`config.mk`:
```
export PLATFORM = sky130hd
export DESIGN_NAME = blft_sqrt
export DESIGN_NICKNAME = d
export VERILOG_FILES = /design/src/hw/rtl/blft_sqrt.sv
export SDC_FILE = /design/constraint.sdc
export NUM_CORES = 2
export LEC_CHECK = 0
export BUFFER_PORTS_ARGS = -buffer_cell sky130_fd_sc_hd__buf_2
export CAP_MARGIN = 10
export CORE_UTILIZATION = 30
export CTS_BUF_LIST = sky130_fd_sc_hd__clkbuf_4 sky130_fd_sc_hd__clkbuf_8 sky130_fd_sc_hd__clkbuf_16
export CTS_CLUSTER_SIZE = 16
export DETAILED_ROUTE_END_ITERATION = 10
export GPL_TIMING_DRIVEN = 0
export PLACE_DENSITY = 0.45
export SYNTH_ARGS = -nofsm -noshare
export SYNTH_HDL_FRONTEND = slang
export SYNTH_SLANG_ARGS = --single-unit
```
`constraint.sdc`:
```
create_clock -name i_clk -period 4.4 [get_ports i_clk]
set_input_delay 1.1 -clock i_clk [delete_from_list [all_inputs] [get_ports i_clk]]
set_output_delay 1.1 -clock i_clk [all_outputs]
set_load 0.01 [all_outputs]
```
`src/hw/rtl/blft_sqrt.sv`:
```
// integer square root as a row of bit cells, one result bit per cell
`timescale 1ns / 1ps

module blft_sqrt #(
    parameter int IW  = 64,
    parameter int SBW = 1
) (
    input  logic              i_clk,
    input  logic              i_rst_n,
    input  logic              i_en,
    input  logic              i_valid,
    input  logic [IW-1:0]     i_rad,
    input  logic [SBW-1:0]    i_sb,
    output logic              o_valid,
    output logic [IW/2-1:0]   o_root,
    output logic [SBW-1:0]    o_sb
);
    localparam int RB = IW / 2;
    localparam int TW = IW + 1;

    logic          r_v    [RB];
    logic [IW-1:0] r_rem  [RB];
    logic [RB-1:0] r_root [RB];
    logic [SBW-1:0] r_sb  [RB];

    for (genvar k = 0; k < RB; k++) begin : g_cell
        localparam int J = RB - 1 - k;
        logic           v_in;
        logic [IW-1:0]  rem_in;
        logic [RB-1:0]  root_in;
        logic [SBW-1:0] sb_in;
        logic [TW-1:0]  trial;
        logic           fit;

        if (k == 0) begin : g_head
            assign v_in    = i_valid;
            assign rem_in  = i_rad;
            assign root_in = '0;
            assign sb_in   = i_sb;
        end else begin : g_link
            assign v_in    = r_v[k-1];
            assign rem_in  = r_rem[k-1];
            assign root_in = r_root[k-1];
            assign sb_in   = r_sb[k-1];
        end

        // (2*root + 2^j) * 2^j, the growth of root^2 when bit j is set
        assign trial = (TW'(root_in) << (J + 1)) + (TW'(1) << (2 * J));
        assign fit   = TW'(rem_in) >= trial;

        always_ff @(posedge i_clk) begin
            if (!i_rst_n) begin
                r_v[k] <= 1'b0;
            end else if (i_en) begin
                r_v[k] <= v_in;
            end
        end

        always_ff @(posedge i_clk) begin
            if (i_en) begin
                r_rem[k]  <= fit ? IW'(TW'(rem_in) - trial) : rem_in;
                r_root[k] <= fit ? (root_in | (RB'(1) << J)) : root_in;
                r_sb[k]   <= sb_in;
            end
        end
    end

    assign o_valid = r_v[RB-1];
    assign o_root  = r_root[RB-1];
    assign o_sb    = r_sb[RB-1];

endmodule

```
* Yosys cells after proc, flatten, opt, wreduce, memory -nomap -nowiden *
Memories as Yosys holds them, arrays and structs flattened.
Index checks and enable logic that the tools add are counted.

word-level totals
  word-level logic and storage cells = 232
  memories kept = 4
  RAM bits = 3136
  register bits = 0

cells by class
  magnitude comparators = 32
  bitwise gates (word level) = 32
  mux-type cells = 101
  add/sub/neg operators = 63

memory list
  name    depth  width  read ports  clocked after Yosys merged registers in  write ports  line  source
  r_rem   32     64     31          0                                        32           22    logic [IW-1:0] r_rem [RB];
  r_root  32     32     32          0                                        32           23    logic [RB-1:0] r_root [RB];
  r_sb    32     1      32          0                                        32           24    logic [SBW-1:0] r_sb [RB];
  r_v     32     1      32          0                                        32           21    logic r_v [RB];

operators with widths
  operator                                         count
  2-to-1 mux 64 bit                                32
  adder 63 x 61 -> 64 bit (second input constant)  1
  greater-or-equal comparator 64 x 34 -> 1 bit     1
  greater-or-equal comparator 64 x 35 -> 1 bit     1
  greater-or-equal comparator 64 x 36 -> 1 bit     1
  greater-or-equal comparator 64 x 37 -> 1 bit     1
  greater-or-equal comparator 64 x 38 -> 1 bit     1
  greater-or-equal comparator 64 x 39 -> 1 bit     1
  greater-or-equal comparator 64 x 40 -> 1 bit     1
  greater-or-equal comparator 64 x 41 -> 1 bit     1
  greater-or-equal comparator 64 x 42 -> 1 bit     1
  greater-or-equal comparator 64 x 43 -> 1 bit     1
  greater-or-equal comparator 64 x 44 -> 1 bit     1
  greater-or-equal comparator 64 x 45 -> 1 bit     1
  greater-or-equal comparator 64 x 46 -> 1 bit     1
  greater-or-equal comparator 64 x 47 -> 1 bit     1
  greater-or-equal comparator 64 x 48 -> 1 bit     1
  greater-or-equal comparator 64 x 49 -> 1 bit     1
  greater-or-equal comparator 64 x 50 -> 1 bit     1
  greater-or-equal comparator 64 x 51 -> 1 bit     1
  greater-or-equal comparator 64 x 52 -> 1 bit     1
  greater-or-equal comparator 64 x 53 -> 1 bit     1
  greater-or-equal comparator 64 x 54 -> 1 bit     1
  greater-or-equal comparator 64 x 55 -> 1 bit     1
  105 further kinds                                173

* Longest topological paths before layout *
  depth after elaboration = 4
  depth in mapped cells = 15
  gate-level depth less buffers = 12

* Worst setup path after synthesis *
OpenSTA, ideal clock, no wires.

  path type = flip-flop to flip-flop
  from = memory r_rem[11][41]
  to = memory r_rem[12][58], data pin
  setup time = 266 ps
  arrival time = 3216 ps
  cell stages (with the launch flop) = 11
  required time = 4134 ps
  setup slack = 919 ps
  cells stage by stage = edfxtp_1 ha_1 a21o_1 a21o_1 a211o_1 a41o_1 a2111oi_0 o31ai_1 or4b_2 nor3_1 xor2_1

RTL lines
  element          line
  start, declared  22

==> summary by stage <==
STA
Between clock sinks in the finished design, the worst skew comes to 0.0677 ns. Setup violations remaining at the end of the flow were counted as 0. The number of hold violations in the final report is 0. The worst hold slack is 0.340 ns. The worst-margin pin slew is 1.19 ns. The period utilization is 0.965. Setup repair after global routing could not meet its margin everywhere. The maximum clock frequency is 236 MHz. The worst path in the final design needs a cycle of 4.25 ns, including I/O delays and setup. In the final timing run, aggregate negative setup slack is 0 ns.

The number of max-slew violations in the final report came to 0. Measured against its own limit, the worst slew margin works out to 0.196.

GRT
The total overflow left after global routing is 0. The maximum number of pins on one net before global-route repair is 184. The overall fraction of global-route tracks in use is 0.165. The via count of the first global-routing pass was 79997. The wire length of the first global-routing pass is 517000 um.

The number of antenna violations at the first check in global routing came to 6.

Critical path
The worst setup path is captured at a flip-flop. The largest fanout on the critical path is 10. The required arrival time at the worst endpoint is 4.96 ns.

The reg-to-reg startpoint is r_root[5][73]$_DFFE_PP_. The cell count of the worst reg-to-reg path is 12. The register-to-register setup slack is 0.15 ns.

The terminus of the critical flop-to-flop path is r_rem[23][21]$_DFFE_PP_. The type of element launching the critical path is a flip-flop. STA puts the critical path data arrival time at 4.81 ns. The worst setup path is of the reg -> reg kind.

Routing
The vias after detailed routing is 78627. After detailed routing, the average wire length per cell comes to 22.0 um. The first TritonRoute pass finished after 6 iterations.

The DRC marker count from the first detailed-route iteration is 5724. After detailed routing, the number of remaining DRC violations is 0. The post-detailed-route via-to-cell ratio is 4.92. The number of nets with antenna violations after routing is 0.

For this block, the routed nets add up to 351000 um of wire.

Synth
The share of the Yosys chip area taken by registers is 0.627. The adder and majority gate portion of the synthesized area is 0.0566. The summed instance area of the synthesized netlist is 0.123 mm^2.

The Yosys warning count is 0. In this run, synthesis produced a sequential element count of 2576. The xor and xnor fraction of the mapped netlist area is 0.0625. The average size of a mapped cell is 12.5 um^2.

The distinct cell type count after synthesis is 84. The number of nets produced by synthesis is 10460. The compound-gate portion of the synthesized area is 0.0932.

The number of enable-type register cells in the synthesized netlist is 2575. Of the total synthesized cell area, the portion taken by AND, OR, NAND and NOR gates is 0.125. The post-synthesis instance total is 9833. After synthesis, the share of cell area in mux cells is 0.00748.

The async set-or-reset flop fraction in the synthesized netlist is 0. Among all flip-flop cells after synthesis, the most frequent one is edfxtp_1. The main combinational cell family by area after synthesis is simple AND/OR/NAND/NOR gates.

Cells and area
Once layout is complete, the cells apart from fillers number 15970. The total area of sequential cells is 0.0773 mm^2. In the final design database the tool counted 10885 nets. The fraction of layout cells with a size suffix above 1 is 0.0834.

The area growth from synthesis to layout is 15.2%. The multi-input combinational cells in the finished layout cover a total of 0.0429 mm^2. The fill cell total of the finished layout is 39983. The core utilization of the finished layout is 0.347.

Place
The cell total after placement is 15406. The global placement routability congestion is 0.906. The sum of net half-perimeters after detailed placement is 272000 um. The quantity of I/O buffers inserted on ports is 102.

Pwr
The worst supply voltage drop on vdd is 0.350 mV. Of the total power, the share spent switching nets is 0.301. The combinational cell fraction of total power is 0.207.

Total power for the finished layout comes to 75700 uW. The analysis attributes to cell leakage a power of 0.0524 uW. Of the total power, the clock network draws 0.343. The part of the total power dissipated in sequential elements is 0.449. In this run the power spent charging and discharging nets is 22800 uW. Internal power comes to 52900 uW. In this run the power density over the cells is 533 mW/mm^2.

CTS
The H-tree depth is 5. The clock passes through at most 4 buffers. The number of buffers created by CTS is 302.

The number of sinks on the clock net is 2576. The post-CTS clock slew at the launch and capture registers of the worst setup and hold paths is 0.06 ns. The clock root buffer master is clkbuf_16. The number of hold buffers added after CTS was 0. TritonCTS built the clock tree.

The later pin in the worst-skew pair is clocked with a latency of 0.91 ns.

Floorplan
The die outline width is 643 um. 103 I/O pins were placed. In this run the standard cell core region covers 0.409 mm^2. In this run the core area contains 235 standard-cell rows. The die covers 0.414 mm^2. The starting utilization of the core area is 0.301. Measured along the y axis, the die boundary spans 643 um.

Hold path
For hold timing, the worst endpoint is r_rem[0][35]$_DFFE_PP_. Along the worst hold path, the cell count comes to 1. The worst hold path belongs to the class in -> reg. The start point of the worst min-delay path is i_rad[35].

Outcome
The run finished with clean final reports.

Flow run
Max-cap violations in this run came to 0.
-- what timing repair did --
| item | 4_1_cts | 5_1_grt |
|---|---|---|
| resized for setup | 67 | 39 |
| endpoints found under the setup margin | 488 | 303 |
| buffers inserted | 2 | 1 |
| pin swaps | 0 | 2 |
| cloned | 2 | 1 |
-- worst max-delay path: stages (launching register included) --
cell and delay (ns):
edfxtp_1 0.59, inv_1 0.09, ha_1 0.36, nand2b_1 0.12, a21oi_1 0.11, a2111oi_4 0.48
o21ai_0 0.31, a21o_1 0.35, a21oi_1 0.39, clkbuf_2 0.33, clkbuf_2 0.37, nand2_1 0.08
o21ai_0 0.30
-- how the worst max path moves through the flow --
stage / start / endpoint / slack, ns
floorplan: r_rem[11][41]$_DFFE_PP_ / r_rem[12][58]$_DFFE_PP_ / 0.92
global placement: i_en / r_root[7][98]$_DFFE_PP_ / -39.58
detailed placement: i_en / r_root[7][99]$_DFFE_PP_ / -1.22
CTS: r_root[5][73]$_DFFE_PP_ / r_rem[23][54]$_DFFE_PP_ / -0.03
global route: r_root[5][73]$_DFFE_PP_ / r_rem[23][36]$_DFFE_PP_ / -0.01
finish: r_root[5][73]$_DFFE_PP_ / r_rem[23][21]$_DFFE_PP_ / 0.15
-- flip-flops by register name, summed over array words and instances, names as in the netlist --
register	cells
r_root	528
r_v	32
r_rem	1984
r_sb	32
-- synth_stat cells (48+ instances only) --
library cell,count,area [um^2]
a211oi_1,64,480
a21o_1,242,1820
a21oi_1,594,2970
and3_1,97,607
clkbuf_1,180,676
edfxtp_1,2575,77300
ha_1,558,6980
inv_1,691,2590
mux2_2,73,822
nand2_1,644,2420
nand2b_1,112,701
nand3_1,158,791
nand4_1,171,1070
nor2_1,644,2420
nor2b_1,63,394
nor3_1,259,1300
nor4_1,342,2140
nor4b_1,50,438
o21a_1,86,646
o21ai_0,476,2380
o21bai_1,48,360
o31ai_1,50,375
or3_1,119,744
or4_1,86,646
xnor2_1,466,4080
xor2_1,414,3630
-- per-layer routing --
| layer | GRT usage | wire length, um | up-vias |
|---|---|---|---|
| met4 | 0.0737 | 17200 | 0 |
| met1 | 0.179 | 133000 | 38564 |
| met5 | 0 | 0 | - |
| met3 | 0.0180 | 11000 | 603 |
| met2 | 0.319 | 190000 | 1666 |
| li1 | - | - | 37794 |
-- metrics by stage --
| stage | worst slack (ns) | cell area (um^2) |
|---|---|---|
| detailed placement | -1.22 | 131000 |
| global placement | -39.58 | 131000 |
| CTS | -0.0293 | 142000 |
| finish | 0.154 | 142000 |
| floorplan | 0.919 | 123000 |
| global route | -0.0112 | 142000 |
-- cell usage in the layout (no fill, tap or decap), drive strengths merged, types with 50 or more instances in the layout --
master and instances:
a211oi 64, a21o 242, a21oi 594, and3 97
buf 159, clkbuf 538, clkinv 117, edfxtp 2575
ha 558, inv 705, mux2 73, nand2 644
nand2b 112, nand3 158, nand4 172, nor2 644
nor2b 63, nor3 259, nor4 343, nor4b 50
o21a 86, o21ai 478, o31ai 50, or3 121
or4 86, xnor2 466, xor2 414
-- cell families after synthesis --
logic type / after synthesis
mux: 83
buf+inv: 908
compound gates: 1860
flops: 2576
xor+xnor: 880
simple gates: 2968
fa+ha+maj: 558
-- power by group through the flow --
stage / sequential (uW) / combinational [uW] / clock [uW]
6_report: 34000 / 15700 / 26000
5_1_grt: 34300 / 17400 / 27600
4_1_cts: 34100 / 15700 / 26800
3_3_place_gp: 36500 / 15500 / 0
3_5_place_dp: 34600 / 15500 / 0
2_1_floorplan: 32900 / 11100 / 0
-- area by class of cell --
cell class | count | share of cell area
clock buffer | 365 | 0.0577
tap | 5451 | 0.0480
clock inverter | 183 | 0.0153
buffer | 206 | 0.00588
antenna | 17 | 0.000300
timing repair buffer | 128 | 0.00781
inverter | 695 | 0.0184
multi-input combinational | 6349 | 0.302
sequential | 2576 | 0.545
Power figures use the tool's default switching activity.
